<file path="src/rtl/core/bba_pkg.sv">
// Shared constants, command codes and transaction types of the bitmap block allocator.
package bba_pkg;

    // Map geometry
    localparam int MAP_BITS   = 80;
    localparam int HALF_BITS  = MAP_BITS / 2;
    localparam int DIGIT_W    = 8;
    localparam int NUM_DIGITS = (MAP_BITS + DIGIT_W - 1) / DIGIT_W;
    localparam int PAD_BITS   = NUM_DIGITS * DIGIT_W;

    // Field and counter widths
    localparam int INDEX_W = 7;
    localparam int POS_W   = $clog2(PAD_BITS + 1);
    localparam int CMP_W   = (POS_W > INDEX_W) ? POS_W : INDEX_W;
    localparam int CNT_W   = $clog2(NUM_DIGITS);
    localparam int OFF_W   = $clog2(DIGIT_W);

    // Command codes
    localparam logic [1:0] CMD_FIND   = 2'd0;
    localparam logic [1:0] CMD_TOGGLE = 2'd1;
    localparam logic [1:0] CMD_FILL   = 2'd2;
    localparam logic [1:0] CMD_CLEAR  = 2'd3;

    // Region codes
    localparam logic [1:0] RGN_LOWER = 2'd0;
    localparam logic [1:0] RGN_UPPER = 2'd1;
    localparam logic [1:0] RGN_WHOLE = 2'd2;

    // Input transaction
    typedef struct packed {
        logic [1:0]         cmd;
        logic [1:0]         region;
        logic               wanted_value;
        logic [INDEX_W-1:0] bit_index;
    } t_req;

    // Result transaction
    typedef struct packed {
        logic               found;
        logic [INDEX_W-1:0] found_index;
    } t_rsp;

    // Per-digit lane outcome
    typedef struct packed {
        logic [DIGIT_W-1:0] new_digit;
        logic               hit;
        logic [OFF_W-1:0]   hit_off;
    } t_lane_out;

endpackage

</file>
<file path="src/rtl/core/bba_lane.sv">
// One digit of the map: applies the command and searches for a matching bit.
module bba_lane
    import bba_pkg::*;
(
    input  t_req               i_req,
    input  logic [CMP_W-1:0]   i_base,
    input  logic [DIGIT_W-1:0] i_digit,
    output t_lane_out          o_lane
);

    logic [CMP_W-1:0]   lo;
    logic [CMP_W-1:0]   hi;
    logic               rgn_ok;
    logic [CMP_W-1:0]   pos;
    logic [DIGIT_W-1:0] in_rgn;
    logic [DIGIT_W-1:0] in_map;
    logic [DIGIT_W-1:0] is_idx;
    logic [DIGIT_W-1:0] match;

    // Decode region bounds; an unknown region means the whole map for find, nothing else
    always_comb begin
        lo     = '0;
        hi     = CMP_W'(MAP_BITS);
        rgn_ok = 1'b1;
        unique case (i_req.region)
            RGN_LOWER: hi = CMP_W'(HALF_BITS);
            RGN_UPPER: lo = CMP_W'(HALF_BITS);
            RGN_WHOLE: ;
            default:   rgn_ok = (i_req.cmd == CMD_FIND);
        endcase
    end

    // Classify each bit position of the digit
    always_comb begin
        pos    = '0;
        in_rgn = '0;
        in_map = '0;
        is_idx = '0;
        for (int j = 0; j < DIGIT_W; j++) begin
            pos       = i_base + CMP_W'(j);
            in_map[j] = (pos < CMP_W'(MAP_BITS));
            in_rgn[j] = rgn_ok && (pos >= lo) && (pos < hi);
            is_idx[j] = in_map[j] && (pos == CMP_W'(i_req.bit_index));
        end
    end

    // Apply the command to the digit
    always_comb begin
        unique case (i_req.cmd)
            CMD_FIND:   o_lane.new_digit = i_digit;
            CMD_TOGGLE: o_lane.new_digit = i_digit ^ is_idx;
            CMD_FILL:   o_lane.new_digit = i_digit | in_rgn;
            CMD_CLEAR:  o_lane.new_digit = i_digit & ~in_rgn;
            default:    o_lane.new_digit = i_digit;
        endcase
    end

    // Find the lowest matching bit in the digit
    always_comb begin
        match          = in_rgn & ~(i_digit ^ {DIGIT_W{i_req.wanted_value}});
        o_lane.hit     = |match;
        o_lane.hit_off = '0;
        for (int j = DIGIT_W - 1; j >= 0; j--) begin
            if (match[j]) begin
                o_lane.hit_off = OFF_W'(j);
            end
        end
    end

endmodule

</file>
<file path="src/rtl/core/bitmap_block_allocator_core.sv">
// Top level of the bitmap block allocator: digit-serial map rotation and command sequencing.
//
//   channel   direction  handshake                 payload
//   command   in         start, busy               i_req    (t_req)
//   result    out        o_done (one-cycle strobe) o_result (t_rsp)
//
// Each command rotates the map through one 8-bit lane, one digit per cycle,
// over all NUM_DIGITS digits; the result strobes in the cycle after the last
// digit, and a new command is taken in that same cycle.
// Synchronous reset clears the map and the control state.
// Results cannot be stalled; busy holds off new commands while a scan runs.
module bitmap_block_allocator_core
    import bba_pkg::*;
(
    input  logic i_clk,
    input  logic i_rst_n,
    input  logic start,
    input  t_req i_req,
    output logic busy,
    output logic o_done,
    output t_rsp o_result
);

    logic                r_busy;
    logic                r_done;
    logic [CNT_W-1:0]    r_cnt;
    logic [CMP_W-1:0]    r_base;
    t_req                r_req;
    logic [PAD_BITS-1:0] r_map;
    logic                r_found;
    logic [INDEX_W-1:0]  r_found_index;
    t_lane_out           lane;
    logic [CMP_W-1:0]    n_hit_pos;
    logic                accept;

    assign accept    = start && !r_busy;
    assign n_hit_pos = r_base + CMP_W'(lane.hit_off);

    // Process the lowest digit of the map
    bba_lane u_lane (
        .i_req   (r_req),
        .i_base  (r_base),
        .i_digit (r_map[DIGIT_W-1:0]),
        .o_lane  (lane)
    );

    // Sequence control and rotate the map one digit per cycle while busy
    always_ff @(posedge i_clk) begin
        if (!i_rst_n) begin
            r_busy <= 1'b0;
            r_done <= 1'b0;
            r_cnt  <= '0;
            r_base <= '0;
            r_map  <= '0;
        end else begin
            r_done <= 1'b0;
            if (accept) begin
                r_busy <= 1'b1;
                r_cnt  <= '0;
                r_base <= '0;
            end else if (r_busy) begin
                r_map  <= {lane.new_digit, r_map[PAD_BITS-1:DIGIT_W]};
                r_cnt  <= r_cnt + CNT_W'(1);
                r_base <= r_base + CMP_W'(DIGIT_W);
                if (r_cnt == CNT_W'(NUM_DIGITS - 1)) begin
                    r_busy <= 1'b0;
                    r_done <= 1'b1;
                end
            end
        end
    end

    // Capture the command and keep the first match of a find
    always_ff @(posedge i_clk) begin
        if (accept) begin
            r_req         <= i_req;
            r_found       <= 1'b0;
            r_found_index <= '0;
        end else if (r_busy && (r_req.cmd == CMD_FIND) && !r_found && lane.hit) begin
            r_found       <= 1'b1;
            r_found_index <= n_hit_pos[INDEX_W-1:0];
        end
    end

    // Drive the ports
    assign busy                 = r_busy;
    assign o_done               = r_done;
    assign o_result.found       = r_found;
    assign o_result.found_index = r_found_index;

endmodule
</file>
<file path="config.mk">
export PLATFORM = sky130hd
export DESIGN_NAME = bitmap_block_allocator_core
export DESIGN_NICKNAME = d
export VERILOG_FILES = /design/src/rtl/core/bba_pkg.sv /design/src/rtl/core/bba_lane.sv /design/src/rtl/core/bitmap_block_allocator_core.sv
export SDC_FILE = /design/constraint.sdc
export NUM_CORES = 1
export LEC_CHECK = 0
export ABC_AREA = 1
export BUFFER_PORTS_ARGS = -buffer_cell sky130_fd_sc_hd__buf_2
export CORE_AREA = 2 2 158 83
export DETAILED_ROUTE_END_ITERATION = 8
export DIE_AREA = 0 0 160 85
export PLACE_DENSITY_LB_ADDON = 0.12
export REMOVE_ABC_BUFFERS = 1
export SYNTH_ARGS = -nofsm -noshare
export SYNTH_HDL_FRONTEND = slang
export SYNTH_SLANG_ARGS = --single-unit
</file>
<file path="constraint.sdc">
create_clock -name i_clk -period 2.7 [get_ports i_clk]
set_input_delay 0.27 -clock i_clk [delete_from_list [all_inputs] [get_ports i_clk]]
set_output_delay 0.27 -clock i_clk [all_outputs]
set_load 0.02 [all_outputs]
</file>
==> results of run 1 <==
worst max-delay path, cell delays in order, from the launching register on:
cell and delay (ps):
edfxtp_1 400, nor2_1 160, inv_1 60, ha_1 290, nand2_1 100, a21oi_4 310
nand3_1 150, nand2_1 230, nor2_1 70, nor2_1 110, nand2_1 60, nand2_1 60
a21oi_1 60
through the flow:
step	util (%)	hold WS (ps)	total power [W]
detailed placement	39.98	440.4	0.002326
finish	42.24	96.04	0.003548
CTS	42.24	81.77	0.003600
floorplan	-	368.9	0.002187
global route	42.24	79.02	0.003755
global placement	39.98	444.7	0.002318
layer usage:
metal | share of wire [%] | global-route usage, % | up-vias
met4 | 0.69 | 4.013 | 0
met2 | 37 | 20.03 | 74
li1 | - | - | 2010
met1 | 57 | 24.04 | 1783
met5 | 0 | 0 | -
met3 | 5.2 | 4.008 | 9
cell usage after synthesis:
| library cell | count | area [µm²] |
|---|---|---|
| nand3_2 | 2 | 20.02 |
| dfxtp_1 | 98 | 1962 |
| o31ai_1 | 1 | 7.510 |
| o211ai_4 | 1 | 21.27 |
| xor2_1 | 5 | 43.79 |
| a21oi_1 | 40 | 200.2 |
| inv_2 | 1 | 3.750 |
| nand3_1 | 30 | 150.1 |
| nor2_4 | 1 | 11.26 |
| clkbuf_1 | 27 | 101.4 |
| nor2_1 | 158 | 593.1 |
| nand2_4 | 2 | 22.52 |
| buf_4 | 2 | 15.01 |
| nand4_1 | 2 | 12.51 |
| nor3_1 | 10 | 50.05 |
| inv_1 | 35 | 131.4 |
| nor3b_1 | 1 | 7.510 |
| edfxtp_1 | 12 | 360.4 |
| clkinv_1 | 1 | 3.750 |
| ha_1 | 5 | 62.56 |
| buf_2 | 2 | 10.01 |
| and2_1 | 1 | 6.260 |
| buf_6 | 1 | 11.26 |
| o21ai_0 | 74 | 370.4 |
| a31oi_1 | 1 | 6.260 |
| a21oi_4 | 1 | 16.27 |
| nand2_2 | 6 | 37.54 |
| o21ai_1 | 2 | 10.01 |
| xnor2_1 | 5 | 43.79 |
| nand2_1 | 85 | 319.1 |
| nor2_2 | 1 | 6.260 |
| nor3_2 | 1 | 10.01 |
| or2_2 | 2 | 12.51 |
flip-flops by register name (all words and copies together) (netlist names):
name           flops
r_map             80
r_found_index      7
busy               1
r_found            1
o_done             1
r_req             12
r_cnt              4
r_base             4
power breakdown:
group | leakage [nW] | switching (W) | internal, W
Combinational | 1.22 | 0.000297 | 0.000149
Sequential | 0.919 | 0.0000717 | 0.00177
Clock | 0.138 | 0.000578 | 0.000679
final cells by class:
class	count	area [µm²]
clock buffers	12	257.7
flip-flops and latches	110	2323
inverters	37	138.9
repair buffers	33	187.7
fillers	1273	7084
clock inverters	3	18.77
multi-input cells	437	2041
well taps	170	212.7
worst min path at each step:
| stage | end | slack [ps] | depth (start not counted) |
|---|---|---|---|
| floorplan | r_req[0] | 370 | 0 |
| global placement | r_found_index[2] | 440 | 2 |
| detailed placement | r_found_index[2] | 440 | 2 |
| CTS | r_req[5] | 80 | 1 |
| global route | r_req[5] | 80 | 1 |
| finish | r_req[5] | 100 | 1 |
kinds of logic (layout without fill, tap and decap cells):
logic type	count (synthesis)	in the layout	share of synthesized area (%)
AOI/OAI and AO/OA	120	120	13.62
xor gates and xnor gates	10	10	1.888
adders and majority gates	5	5	1.348
buffers and inverters	69	85	5.960
DFF	110	110	50.05
and+or+nand+nor	302	302	27.13
==> metrics.md, run 1 <==
| Metric | Value |
|---|---|
| Status | `complete, no violations` |
| Fin. max-slew vios | `0` |
| Seq cells post-synth | `110` |
| Postcts setup bufs | `0` |
| Clock latency at the later pin of the worst-skew pair | `340 ps` |
| Pwr/cell area | `684.9 nW/µm²` |
| Final nets | `648` |
| # port buffers | `24` |
| Synthesized area per cell | `7.532 µm²` |
| Total negative setup slack | `0 ps` |
| CTS tree | `built` |
| Worst hold path class | `primary input to flop` |
| HP Start | `i_req[5]` |
| Vias per Instance | `between 4 and 5` |
| Share of cells above drive strength 1 | `10.44%` |
| Ant. Diodes | `0` |
| Peak supply drop | `0.2738 mV` |
| Post-DP Area | `4903 µm²` |
| Vias in the first global route | `around 3300` |
| Worst Path Class, Setup | `flop to flop` |
| RR Startpoint | `r_req[9]` |
| Leakage power | `2.281 nW` |
| Worst Reg2Reg Path Length in Cells | `12` |
| Crit path max fanout | `10` |
| Vias | `3876` |
| Cts bufs inserted | `9` |
| Fin crit share | `80.87%` |
| Final Worst Setup Slack | `516.4 ps` |
| Post-synthesis sequential area ratio | `between 50% and 60%` |
| Fmax | `458.0 MHz` |
| Worst slew margin | `55.14%` |
| CP Launch Type | `flop` |
| ANT nets after route | `0` |
| Placed Cells | `787` |
| Largest net degree at the start of global routing | `75` |
| Min Tclk post-route | `2184 ps` |
| Clk_skew | `9.642 ps` |
| Most common cell after layout, fill and taps aside | `nor2_1` |
| H-tree depth | `3` |
| CTS root buf | `clkbuf_16` |
| Slew @ Worst Pin | `670.4 ps` |
| WL final | `10240 µm` |
| # clock sinks | `110` |
| HPWL Detailed | `6945 µm` |
| Std-Cell Rows | `29` |
| Synth cell types | `33` |
| Commonest cells after routing, fill and taps aside | `nor2_1 (158), dfxtp_1 (97), nand2_1 (85)` |
| Dpl ws | `580.4 ps` |
| Full die area | `~14000 µm²` |
| Post-synth design cell area | `4639 µm²` |
| Layout area overhead | `11.65%` |
| RSZ-0062 raised after global routing | `no` |
| Final setup vio count | `0` |
| R2R setup slack | `520 ps` |
| Core Box Area | `roughly 12000 µm²` |
| Ys Warns | `0` |
| Max_cap viols | `0` |
| First-pass GRT wire length | `~17000 µm` |
| Die X | `160 µm` |
| Design area | `~5200 µm²` |
| Ports | `25` |
| Hold-fix buffers, CTS | `0` |
| Fin cells | `802` |
| Initial Util | `37.83%` |
| CP Data Required Time | `between 2000 and 3000 ps` |
| DRC viols | `0` |
| Arr. time, crit path | `2400 ps` |
| Initial antenna violation count | `0` |
| Critical path origin | `r_req[9]` |
| Die height | `85 µm` |
| Pre-antenna DRT Iters | `4` |
| CTS clk-pin slew, worst paths | `approximately 70 ps` |
| Post-Synthesis Cells | `616` |
| Fin. Hold Viols | `0` |
| DR WL/cell | `between 10 and 15 µm` |
| Initial DRC Count | `287` |
| RR Endpoint | `r_map[74]` |
| Placer Congestion | `~0.87` |
| GR Util All Layers | `roughly 15%` |
| Worst setup endpoint | `r_map[74]` |
| Crit end category | `flop` |
| Clock Path Buffers | `2` |
| Post-CTS Resized | `0` |
| Total gr overflow | `0` |
(Power assumes the default switching activity.)
==> run 2, diff against run 1 <==
- ABC_AREA: 1 -> 0
- CORE_AREA: 2 2 158 83 -> 2 2 160 84
- DIE_AREA: 0 0 160 85 -> 0 0 162 86
- clock period: 2.7 -> 2.1 ns (I/O delays scaled with it)
==> metrics.md, run 2 <==
| Metric | Value |
|---|---|
| WL final | `9835 µm (-3.9%)` |
| Most common cell after layout, fill and taps aside | `dfxtp_1` |
| Yosys top cell by area | `dfxtp_1` |
| Arr. time, crit path | `2270 ps (-130 ps)` |
| Synth cell count leaders | `dfxtp_1 (98), mux2i_1 (80), nor2b_1 (77)` |
| HPWL Detailed | `6811 µm (-1.9%)` |
| Full die area | `13930 µm² (+2.4%)` |
| Leakage power | `2.042 nW (-10%)` |
| Initial Util | `38.61% (+0.78 points)` |
| Slew @ Worst Pin | `648.6 ps (-21.87 ps)` |
| CTS clk-pin slew, worst paths | `70 ps (about the same)` |
| # port buffers | `24 (unchanged)` |
| Vias per Instance | `4.940 (+2.2%)` |
| CTS root buf | `clkbuf_16` |
| Pwr/cell area | `775.3 nW/µm² (+13%)` |
| DR WL/cell | `14.83 µm (+16%)` |
| Ant. Diodes | `0 (unchanged)` |
| Filler cells | `1183 (-7.1%)` |
| Crit path max fanout | `6 (-4)` |
| GR Util All Layers | `14.80% (-0.45 points)` |
| Total gr overflow | `0 (unchanged)` |
| Post-DP Area | `5161 µm² (+5.3%)` |
| Crit end category | `flop` |
| Largest Register | `r_map` |
| Worst Path Class, Setup | `flop to flop` |
| Core Box Area | `12410 µm² (+1.2%)` |
| Fin cells | `663 (-17%)` |
| Clk_skew | `6.897 ps (-2.745 ps)` |
| Placed Cells | `645 (-18%)` |
| Worst hold path class | `primary input to flop` |
| Final nets | `508 (-22%)` |
| Synthesized area per cell | `10.33 µm² (+37%)` |
| Vias in the first global route | `3021 (-7.4%)` |
| Predominant post-synthesis flop cell | `dfxtp_1` |
| Placer Congestion | `0.8847 (+1.2%)` |
| Post-synth design cell area | `4791 µm² (+3.3%)` |
| Fmax | `497.0 MHz (+8.5%)` |
| Status | `complete, no violations` |
| DRC viols | `0 (unchanged)` |
| Synth cell types | `52 (+58%)` |
| Fin crit share | `95.81% (+15 points)` |
| ANT nets after route | `0 (unchanged)` |
| Peak supply drop | `0.3777 mV (+38%)` |
| Initial antenna violation count | `0 (unchanged)` |
| Share of cells above drive strength 1 | `14.60% (+4.2 points)` |
| CTS tree | `built` |
| Seq cells post-synth | `110 (unchanged)` |
| Ranking of synthesized cells by area | `dfxtp_1 (41%), mux2i_1 (17%), nor2b_1 (10%)` |
| Dpl ws | `31.90 ps (-548.5 ps)` |
| Die X | `162 µm (+1.3%)` |
| CP Data Required Time | `2360 ps (-560 ps)` |
| Clock Path Buffers | `2 (unchanged)` |
| Final Worst Setup Slack | `87.97 ps (-428.4 ps)` |
| Ports | `25 (unchanged)` |
| Clock latency at the later pin of the worst-skew pair | `350 ps (about the same)` |
| CP Launch Type | `flop` |
| Fin. max-slew vios | `0 (unchanged)` |
| Initial DRC Count | `223 (-22%)` |
| Layout area overhead | `14.49%` |
| Cts bufs inserted | `9 (unchanged)` |
| Fin util | `44.20% (+2.0 points)` |
| # clock sinks | `110 (unchanged)` |
| Async set-reset flop share out of synthesis | `0% (unchanged)` |
| Most common cell in the netlist | `dfxtp_1` |
| Design area | `5485 µm² (+5.9%)` |
| Synth top area share | `40.95% (-1.3 points)` |
| H-tree depth | `3 (unchanged)` |
| Post-synthesis sequential area ratio | `48.47% (-1.6 points)` |
| Max_cap viols | `0 (unchanged)` |
| Pre-antenna DRT Iters | `5 (+1)` |
| Die height | `86 µm (+1.2%)` |
| Vias | `3275 (-16%)` |
| Min Tclk post-route | `2012 ps (-171.6 ps)` |
| Hold-fix buffers, CTS | `0 (unchanged)` |
| Std-Cell Rows | `29 (unchanged)` |
| Commonest cells after routing, fill and taps aside | `dfxtp_1 (97), mux2i_1 (80), nor2b_1 (77)` |
| Final setup vio count | `0 (unchanged)` |
| Fin. Hold Viols | `0 (unchanged)` |
| Largest net degree at the start of global routing | `65 (-13%)` |
| Max reg flops | `80 (unchanged)` |
| Worst slew margin | `56.31% (+1.2 points)` |
| Post-synth EDFFs | `12 (unchanged)` |
| Ys Warns | `0 (unchanged)` |
| First-pass GRT wire length | `16050 µm (-2.9%)` |
| Biggest regs | `r_map x80, r_req x12, r_found_index x7` |
| Post-Synthesis Cells | `464 (-25%)` |
## run 2: cell count changes after synthesis, sizes merged, moves of 5 or more
| cell | before | now |
|---|---|---|
| a211oi | 0 | 5 |
| a21oi | 41 | 1 |
| a31oi | 1 | 6 |
| inv | 36 | 14 |
| mux2i | 0 | 80 |
| nand2 | 93 | 19 |
| nand2b | 0 | 7 |
| nand3 | 32 | 3 |
| nor2 | 160 | 19 |
| nor2b | 0 | 77 |
| nor3 | 11 | 3 |
| o211ai | 1 | 6 |
| o21ai | 76 | 19 |
## run 2: final cells by class
type | instances | area [µm²] | area share [%]
Sequential cell | 110 | 2326 | 42.40
Multi-Input combinational cell | 308 | 2308 | 42.08
Timing Repair Buffer | 45 | 302.8 | 5.520
Clock buffer | 10 | 239.0 | 4.357
Tap cell | 170 | 212.7 | 3.878
Inverter | 14 | 52.55 | 0.9580
Clock inverter | 6 | 43.79 | 0.7984
## run 2: worst max-delay path, stage by stage, from the launching register on
cell	delay, ps
dfxtp_1	380
or2_4	280
o221a_4	290
or3_4	420
o31a_1	310
a311oi_2	240
## run 2: repair_timing
item	4_1_cts	5_1_grt
resized for setup	0	9
setup endpoints to repair	0	16
setup buffers	0	2
## run 2: cells by family (layout without fill, tap and decap cells)
group	Yosys count	after routing	synth area share, %
AO/OA/AOI/OAI	66	66	10.21
XOR/XNOR	11	11	2.011
adder cells (fa/ha/maj)	5	5	1.306
buffers and inverters	46	75	3.891
flip-flops	110	110	48.47
multiplexers	80	80	16.71
AND/OR/NAND/NOR	146	146	17.39
## run 2: through the flow
stage	power, W	TNS (ps)	hold WS, ps
after floorplan	0.002533	-181400	308.9
final	0.004253	0	28.74
after global placement	0.002639	0	389.2
after CTS	0.004297	0	18.43
after detailed placement	0.002643	0	388.1
after global routing	0.004438	-79.70	15.07
## run 2: worst paths after layout
check / start / cells past startpoint / slack [ps] / to
worst max-delay path: r_base[5] / 5 / 90 / r_found_index[2]
worst min register to register: r_found_index[5] / 2 / 470 / r_found_index[5]
worst min-delay path: i_req[6] / 1 / 30 / r_req[6]
worst max register to register: r_base[5] / 5 / 90 / r_found_index[2]
## run 2: per-layer routing
layer | vias up | global-route usage, % | routed length, µm
li1 | 1679 | - | -
met1 | 1538 | 23.80 | 5645
met2 | 50 | 18.49 | 3543
met3 | 8 | 4.062 | 542
met4 | 0 | 4.103 | 104
met5 | - | 0 | 0
## run 2: power breakdown
group,total (W),internal (W),switching (W)
Clock,0.00165,0.000848,0.000801
Combinational,0.000397,0.000180,0.000217
Sequential,0.00221,0.00217,0.0000384
Total,0.00425,0.00320,0.00106
